File: src/rtl/core/slel_pkg.sv
package slel_pkg;

   localparam int CAPACITY = 16;
   localparam int COUNT_W  = 5;
   localparam int VALUE_W  = 32;

   localparam logic [1:0] ACT_INSERT = 2'd0;
   localparam logic [1:0] ACT_REMOVE = 2'd1;
   localparam logic [1:0] ACT_SEARCH = 2'd2;

   typedef struct packed {
      logic                      do_ins;
      logic                      do_rem;
      logic signed [VALUE_W-1:0] key;
   } slel_ctl_type;

endpackage

File: src/rtl/core/slel_cell.sv
module slel_cell
   import slel_pkg::*;
(
   input  logic                      clock,
   input  logic                      reset,
   input  slel_ctl_type              ctl,
   input  logic signed [VALUE_W-1:0] left_val,
   input  logic                      left_valid,
   input  logic                      left_less,
   input  logic signed [VALUE_W-1:0] right_val,
   input  logic                      right_valid,
   output logic signed [VALUE_W-1:0] val,
   output logic                      valid,
   output logic                      less,
   output logic                      hit
);

   logic signed [VALUE_W-1:0] val_ff;
   logic signed [VALUE_W-1:0] val_in;
   logic                      valid_ff;
   logic                      valid_in;

   always_comb begin
      less = valid_ff && (val_ff < ctl.key);
      hit  = valid_ff && !less && left_less && (val_ff == ctl.key);
   end

   always_comb begin
      val_in   = val_ff;
      valid_in = valid_ff;
      if (ctl.do_ins && !less) begin
         if (left_less) begin
            val_in   = ctl.key;
            valid_in = 1'b1;
         end else begin
            val_in   = left_val;
            valid_in = left_valid;
         end
      end else if (ctl.do_rem && !less) begin
         val_in   = right_val;
         valid_in = right_valid;
      end
   end

   always_ff @(posedge clock) begin
      if (reset) begin
         valid_ff <= 1'b0;
      end else begin
         valid_ff <= valid_in;
      end
   end

   always_ff @(posedge clock) begin
      val_ff <= val_in;
   end

   assign val   = val_ff;
   assign valid = valid_ff;

endmodule

File: src/rtl/core/sorted_list_engine_core.sv
// Sorted list engine: keeps up to CAPACITY signed 32-bit values in ascending
// order, duplicates allowed, in a row of cells that each hold one entry.
// A request transaction is taken at a rising edge where start is high and busy
// is low; req_action selects insert, remove or search and req_value is the key.
// Every request gives exactly one response transaction: rsp_strobe is high for
// one cycle with rsp_ok, rsp_count and rsp_empty_res.
// Latency: the request is registered at the accepting edge, every cell compares
// the key against its entry and shifts towards or away from its neighbour on
// the next edge, and the response is shown in the cycle after that edge.
// Throughput is one transaction per cycle, since one compare-and-shift step of
// the cell row finishes each operation and the next request sees the result.
// Reset empties the list and holds busy high for one cycle afterwards.
// The receiver cannot stall; a response is present for one cycle only.
module sorted_list_engine_core
   import slel_pkg::*;
(
   input  logic                      clock,
   input  logic                      reset,
   input  logic                      start,
   output logic                      busy,
   input  logic [1:0]                req_action,
   input  logic signed [VALUE_W-1:0] req_value,
   output logic                      rsp_strobe,
   output logic                      rsp_ok,
   output logic [COUNT_W-1:0]        rsp_count,
   output logic                      rsp_empty_res
);

   logic                      busy_ff;
   logic                      vld_ff;
   logic [1:0]                act_ff;
   logic signed [VALUE_W-1:0] key_ff;
   logic [COUNT_W-1:0]        count_ff;
   logic [COUNT_W-1:0]        count_in;
   logic                      strobe_ff;
   logic                      ok_ff;
   logic                      ok_in;
   logic                      accept;
   logic                      full;
   logic                      found;
   slel_ctl_type              ctl;

   logic signed [VALUE_W-1:0] cell_val   [CAPACITY];
   logic [CAPACITY-1:0]       cell_valid;
   logic [CAPACITY-1:0]       cell_less;
   logic [CAPACITY-1:0]       cell_hit;

   assign accept = start && !busy_ff;
   assign full   = cell_valid[CAPACITY-1];
   assign found  = |cell_hit;

   always_comb begin
      ctl.key    = key_ff;
      ctl.do_ins = vld_ff && (act_ff == ACT_INSERT) && !full;
      ctl.do_rem = vld_ff && (act_ff == ACT_REMOVE) && found;
   end

   for (genvar i = 0; i < CAPACITY; i++) begin : g_cell
      logic signed [VALUE_W-1:0] lv;
      logic                      lvd;
      logic                      lls;
      logic signed [VALUE_W-1:0] rv;
      logic                      rvd;

      if (i == 0) begin : g_first
         assign lv  = key_ff;
         assign lvd = 1'b0;
         assign lls = 1'b1;
      end else begin : g_mid_l
         assign lv  = cell_val[i-1];
         assign lvd = cell_valid[i-1];
         assign lls = cell_less[i-1];
      end

      if (i == CAPACITY - 1) begin : g_last
         assign rv  = key_ff;
         assign rvd = 1'b0;
      end else begin : g_mid_r
         assign rv  = cell_val[i+1];
         assign rvd = cell_valid[i+1];
      end

      slel_cell u_cell (
         .clock       (clock),
         .reset       (reset),
         .ctl         (ctl),
         .left_val    (lv),
         .left_valid  (lvd),
         .left_less   (lls),
         .right_val   (rv),
         .right_valid (rvd),
         .val         (cell_val[i]),
         .valid       (cell_valid[i]),
         .less        (cell_less[i]),
         .hit         (cell_hit[i])
      );
   end

   always_comb begin
      count_in = count_ff;
      ok_in    = 1'b0;
      case (act_ff)
         ACT_INSERT: begin
            ok_in = !full;
            if (!full) begin
               count_in = count_ff + COUNT_W'(1);
            end
         end
         ACT_REMOVE: begin
            ok_in = found;
            if (found) begin
               count_in = count_ff - COUNT_W'(1);
            end
         end
         ACT_SEARCH: begin
            ok_in = found;
         end
         default: begin
            ok_in = 1'b0;
         end
      endcase
   end

   always_ff @(posedge clock) begin
      if (reset) begin
         busy_ff   <= 1'b1;
         vld_ff    <= 1'b0;
         strobe_ff <= 1'b0;
         count_ff  <= '0;
      end else begin
         busy_ff   <= 1'b0;
         vld_ff    <= accept;
         strobe_ff <= vld_ff;
         if (vld_ff) begin
            count_ff <= count_in;
         end
      end
   end

   always_ff @(posedge clock) begin
      if (accept) begin
         act_ff <= req_action;
         key_ff <= req_value;
      end
      if (vld_ff) begin
         ok_ff <= ok_in;
      end
   end

   assign busy          = busy_ff;
   assign rsp_strobe    = strobe_ff;
   assign rsp_ok        = ok_ff;
   assign rsp_count     = count_ff;
   assign rsp_empty_res = (count_ff == '0);

   a_count_matches_cells: assert property (@(posedge clock) disable iff (reset)
      COUNT_W'($countones(cell_valid)) == count_ff)
      else $error("Entry count disagrees with the cell valid bits.");

   a_single_hit: assert property (@(posedge clock) disable iff (reset)
      $onehot0(cell_hit))
      else $error("More than one cell claims the first match.");

   a_response_follows_request: assert property (@(posedge clock) disable iff (reset)
      vld_ff |=> rsp_strobe)
      else $error("A registered request did not give a response transaction.");

   a_full_insert_keeps_count: assert property (@(posedge clock) disable iff (reset)
      (vld_ff && (act_ff == ACT_INSERT) && full) |=> (!rsp_ok && $stable(count_ff)))
      else $error("Insert into a full list changed the contents.");

endmodule
File: config.mk
export PLATFORM = sky130hd
export DESIGN_NAME = sorted_list_engine_core
export DESIGN_NICKNAME = d
export VERILOG_FILES = /design/src/rtl/core/slel_pkg.sv /design/src/rtl/core/slel_cell.sv /design/src/rtl/core/sorted_list_engine_core.sv
export SDC_FILE = /design/constraint.sdc
export NUM_CORES = 2
export LEC_CHECK = 0
export ABC_AREA = 1
export BUFFER_PORTS_ARGS = -buffer_cell sky130_fd_sc_hd__buf_2
export CAP_MARGIN = 20
export CELL_PAD_IN_SITES_DETAIL_PLACEMENT = 1
export CELL_PAD_IN_SITES_GLOBAL_PLACEMENT = 1
export CORE_ASPECT_RATIO = 1.75
export CORE_MARGIN = 2
export CORE_UTILIZATION = 25
export CTS_BUF_LIST = sky130_fd_sc_hd__clkbuf_8
export DETAILED_ROUTE_END_ITERATION = 10
export PLACE_DENSITY_LB_ADDON = 0.1
export SYNTH_ARGS = -nofsm -noshare
export SYNTH_HDL_FRONTEND = slang
export SYNTH_SLANG_ARGS = --single-unit
File: constraint.sdc
create_clock -name clock -period 5.5 [get_ports clock]
set_input_delay 0.55 -clock clock [delete_from_list [all_inputs] [get_ports clock]]
set_output_delay 0.55 -clock clock [all_outputs]
set_load 0.03 [all_outputs]
# Yosys cells after proc, flatten, opt, wreduce, memory -nomap -nowiden
# Index checks and enable logic that the tools add are counted.
[op_classes] muxes=99 n_addsub=2 magnitude_cmp=16 n_eq_ne=20 reduce_logical=140
[ops] op="$mux W32" n=47
[ops] op="$eq A32 B32 Y1" n=16
[ops] op="$lt A32 B32 Y1" n=16
[ops] op="$logic_and A1 B1 Y1" n=100
[ops] op="$mux W1" n=48
[ops] op="$reduce_bool A2 Y1" n=17
[ops] op="$logic_not A1 Y1" n=18
[ops] op="$reduce_or A16 Y1" n=1
[ops] op="$mux W5" n=2
[ops] op="$pmux W5 S2" n=1
[ops] op="$add A5 B1 Y5 const B" n=1
[ops] op="$logic_not A5 Y1" n=1
[ops] op="$sub A5 B1 Y5 const B" n=1
[ops] op="$ne A2 B2 Y1 const B" n=2
[ops] op="$reduce_and A4 Y1" n=1
[ops] op="$eq A2 B1 Y1 const B" n=1
[ops] op="$eq A2 B2 Y1 const B" n=1
[ops] op="$logic_not A2 Y1" n=1
[ops] op="$pmux W1 S2" n=1
[ops] op="$reduce_or A2 Y1" n=1
[word_totals] in_bits=37 ff_bits=571 output_inout_bits=9

# Depth between registers and ports, before layout
[logic_depth] word_depth=11 ltp_mapped=27

# By module
# Synthesis repeated with hierarchy kept, for this count alone.
[hier_totals] hier_cells=6027 area_unflattened_um2=48363.9
[modules_own_cells] mod="slel_cell" area_per_inst_um2=2917.8 seq_area_each_um2=980.9 cells_each=368 instances=16
[modules_own_cells] mod="sorted_list_engine_core" area_per_inst_um2=1679.1 seq_area_each_um2=1211.2 cells_each=139 instances=1

# Worst setup path after synthesis
# No wires, ideal clock.
[synth_path] path_type="register to register" startpoint="register key_ff[31] (netlist: g_cell[0].lv[31])" endpoint="register g_cell[11].u_cell.val_ff[0] (enable)" setup_ps=387 t_arrival_ps=3601 path_slack_ps=1512 stages_incl_launch_ff=22 required_ps=5113 cell_sequence="edfxtp_1 > inv_1 > clkbuf_1 > ha_1 > nand2_1 > nor2_1 > nor3_1 > nand2_1 > a21oi_1 > nand2_1 > nand2_1 > nand3_1 > nor2_1 > nor2_1 > nand2_1 > nor2_2 > nand2_1 > nand2_1 > nand2_2 > buf_6 > nand2_2 > inv_1"
[synth_via] elab_chain_len=10
[synth_lines] element="from (decl)" line="sorted_list_engine_core.sv:32" rtl="logic signed [VALUE_W-1:0] key_ff;"
[synth_lines] element="from (signal assigned)" line="sorted_list_engine_core.sv:143" rtl="key_ff <= req_value;"
[synth_lines] element="$lt A32 B32 Y1" line="slel_cell.sv:24" rtl="less = valid_ff && (val_ff < ctl.key);"
[synth_lines] element="$logic_and A1 B1 Y1" line="slel_cell.sv:24"
[synth_lines] element="$logic_not A1 Y1, on equally long branches" line="slel_cell.sv:25, slel_cell.sv:31, slel_cell.sv:39"
[synth_lines] element="$logic_and A1 B1 Y1 (3 in series)" line="slel_cell.sv:25" rtl="hit = valid_ff && !less && left_less && (val_ff == ctl.key);"
[synth_lines] element="$reduce_or A16 Y1" line="sorted_list_engine_core.sv:50" rtl="assign found = |cell_hit;"
[synth_lines] element="$logic_and A1 B1 Y1" line="sorted_list_engine_core.sv:55" rtl="ctl.do_rem = vld_ff && (act_ff == ACT_REMOVE) && found;"
[synth_lines] element="$logic_and A1 B1 Y1" line="slel_cell.sv:39" rtl="end else if (ctl.do_rem && !less) begin"
[synth_lines] element="$reduce_bool A2 Y1 (no line) *"
[synth_lines] element="to (signal assigned)" line="slel_cell.sv:54" rtl="val_ff <= val_in;"
[synth_lines] element="to (decl)" line="slel_cell.sv:18" rtl="logic signed [VALUE_W-1:0] val_ff;"
# Mark *: on every way between the ends. The rest lies on a longest branch, timed or not.
# A chain may end at the register's enable or synchronous reset.

# Worst setup path after layout
[layout_path] startpoint="register key_ff[31] (netlist: g_cell[0].lv[31])" endpoint="register g_cell[8].u_cell.val_ff[24] (enable)"
[layout_via] elab_chain_len=10
[layout_lines] element="$lt A32 B32 Y1" line="slel_cell.sv:24"
[layout_lines] element="$logic_and A1 B1 Y1" line="slel_cell.sv:24"
[layout_lines] element="$logic_not A1 Y1, on equally long branches" line="slel_cell.sv:25, slel_cell.sv:31, slel_cell.sv:39"
[layout_lines] element="$logic_and A1 B1 Y1 (3 in series)" line="slel_cell.sv:25"
[layout_lines] element="$reduce_or A16 Y1" line="sorted_list_engine_core.sv:50"
[layout_lines] element="$logic_and A1 B1 Y1" line="sorted_list_engine_core.sv:55"
[layout_lines] element="$logic_and A1 B1 Y1" line="slel_cell.sv:39"
[layout_lines] element="$reduce_bool A2 Y1 (no line) *"
[layout_lines] element="to (signal assigned)" line="slel_cell.sv:54"
[layout_lines] element="to (decl)" line="slel_cell.sv:18"
# Marked as above.

==> metrics.txt <==
R2R Path End g_cell[8].u_cell.val[24]; CP Launch Type flop; share of cells above drive strength 1 7.53%; period utilization 89.9%; max incr delay on CP 0.44 ns; Ys Warns 0; Post-synth top flop edfxtp_1; Worst Reg-to-Reg Cells 23; CP most frequent cell nand2_1; Post-layout nets 5526; vias in the first global route 36800; status complete, no violations; Top delay family on crit path simple AND/OR/NAND/NOR gates; Tot GR Track Use 18.6%; unrepaired setup endpoints after global routing false; mapped cell area 40200 sq um; post-synthesis sequential area ratio approximately 42%; Final Max Slew Viols 0; H-tree depth 3; Placed Instances 6880; Final GP Congestion 0.821; main area contributors after synthesis edfxtp_1 (41%), ha_1 (16%), o21ai_0 (12%); CP bufs+invs 7; final hold violations 0; DRT Wirelength approximately 150000 um; pin count of the biggest net entering global routing 67; via count 33400; clock skew 0.0484 ns; min cycle time layout about 4.9 ns; DR WL/cell 21.5 um; core area 160000 sq um; worst hold slack 0.439 ns; post-CTS setup buffers 0; Post-DP HPWL 125000 um; P_leak between 15 and 20 nW; die area 164000 sq um; CP arrival 5.36 ns; Die Wd between 300 and 400 um; number of port buffers 45; Worst-Skew Late Latency 0.82 ns; Worst Tran Pin Value 0.953 ns; CTS buffer count 110; DR DRC count 0; Cell Pwr Density 215 nW/um^2; via/cell ratio 4.70; syn_nets roughly 5400; hold-critical path endpoint g_cell[0].lv[9]; placed cell areas between 40000 and 50000 sq um; Synth area leader edfxtp_1; Detailed Route Iter0 Violations 1360; Peak Freq 0.202 GHz; asr flop ratio synth 0%; Reg2Reg Setup Slack 0.55 ns; area grow syn2layout 14.0%; most common cell in the netlist o21ai_0; clk buf depth 3; VDD IR max 0.150 mV; total of max-cap violations 0; Final Util 28.7%; Yosys reg bits 571; drt first pass iters 5; post-route insts no fill slightly above 7000; most frequent cells after synthesis o21ai_0 (981), nand2_1 (851), a21oi_1 (622), inv_1 (611), edfxtp_1 (547); hold_sp req_value[9]; initial antenna violation count 2; grt ovf 0; Worst slew margin a little over a third; DIE HEIGHT approximately 530 um; Mapped Cells 4848; IO Count 46; Worst-path clk slew 0.06 ns; crit-path cells inv_1 -> buf_4 -> buf_4 -> ha_1 -> nand2_1 -> nor2_1 -> nand2_1 -> nor2_2 -> nand4_1 -> nor4_1 -> buf_2 -> nand2_1 -> nor2_1 -> nor2_1 -> nand2_1 -> nor2_1 -> nand2_1 -> nand2_1 -> nand2_2 -> buf_12 -> nand2_2 -> inv_1 -> buf_4; TritonCTS clock tree done; Non-Filler Cell Area, Final roughly 46000 sq um; Initial Util 25.2%; first-pass GRT wire length 230000 um; CP required 5.92 ns; share of the synthesized area in the top cell type 40.9%; critical path type flop to flop; clock root cell clkbuf_8; Row Count 194; EDFF count, synth 547; post-synthesis cell type count 36; worst hold stages 2; CP Capture Type flop; reg2reg start g_cell[0].lv[31]; slowest CP cell edfxtp_1; setup violators final 0; Sum Neg Setup Slack 0 ns; clock sinks 571; worst-path fanout max 32; syn avg cell area 8.29 sq um; Hold Crit Class primary input to flop; Detail Route Antenna Nets 0
## worst max-delay path by stage
stage | startpoint | end | slack [ns] | cells after the start
floorplan | g_cell[0].lv[31] | g_cell[11].u_cell.val[0] | 1.51 | 21
detailed placement | g_cell[0].lv[31] | g_cell[0].u_cell.val[11] | 0.30 | 23
finish | g_cell[0].lv[31] | g_cell[8].u_cell.val[24] | 0.55 | 23
CTS | g_cell[0].lv[31] | g_cell[0].u_cell.val[20] | 0.24 | 23
global route | g_cell[0].lv[31] | g_cell[8].u_cell.val[25] | 0.17 | 23
global placement | g_cell[0].lv[31] | g_cell[0].u_cell.val[11] | -0.18 | 22
## logic make-up after synthesis
| group | count (synthesis) | synth area share (%) |
|---|---|---|
| AO/OA/AOI/OAI | 1683 | 21.4 |
| XOR/XNOR | 4 | 0.0872 |
| flip-flops | 571 | 42.1 |
| AND/OR/NAND/NOR | 1223 | 12.3 |
| buffers and inverters | 848 | 8.00 |
| adder cells (fa/ha/maj) | 519 | 16.2 |
## metrics by stage
stage | total power (W) | setup WS (ns)
after floorplan | 0.00540 | 1.51
after global placement | 0.00579 | -0.180
after detailed placement | 0.00580 | 0.302
after CTS | 0.0101 | 0.244
after global routing | 0.0103 | 0.167
final | 0.00985 | 0.554
## where the power goes
part           switching [W]  internal (W)
clock network        0.00212       0.00203
logic               0.000600      0.000283
registers          0.0000347       0.00478
## per-layer routing
metal / share of wire, % / track usage, %
met1: 37 / 18.6
met4: 3.9 / 7.20
met5: 0 / 0
met2: 57 / 38.5
met3: 1.8 / 1.76
## flip-flops by register name, indices dropped and copies added, names as in the netlist
signal / count
act_ff: 2
vld_ff: 1
rsp_count: 5
rsp_strobe: 1
g_cell.u_cell.valid: 16
g_cell.lv: 32
g_cell.u_cell.val: 512
rsp_ok: 1
busy: 1
## cell usage in the layout, fill, tap and decap left out, types with 2 or more instances in the layout
master / count
nand2_1: 849
dfxtp_1: 24
nand3_1: 59
and2_1: 2
a21oi_1: 622
nor2_1: 194
o211ai_1: 9
edfxtp_1: 547
nand3_2: 15
o21ai_1: 16
o21ai_0: 981
nor3_1: 27
clkinv_2: 9
nor2_2: 2
dlygate4sd3_1: 36
o21a_1: 39
nor4_1: 7
buf_2: 46
inv_2: 2
nor3b_1: 2
bufinv_16: 3
clkinvlp_4: 6
a21boi_0: 2
buf_4: 153
ha_1: 518
and3_1: 6
nand4_1: 35
nand2_2: 17
inv_1: 650
buf_12: 8
xor2_1: 3
clkinv_1: 33
o21bai_1: 3
clkbuf_8: 113
a21o_1: 11
nor4_2: 4
## cell type report
type	count	area [sq um]
antenna	1	2.50
sequential	571	16900
timing repair buffer	243	1900
clock inverter	88	443
clock buffer	113	1560
inverter	615	2310
multi-input combinational	3429	20200
fill	18900	114000
tap	2058	2570
## timing repair
item / in CTS / in global routing
endpoints found under the hold margin: 39 / 0
endpoints found under the setup margin: 0 / 303
gates resized for setup: 0 / 1
hold buffers: 36 / 0
No activity file was read; power rests on OpenSTA's default activity.
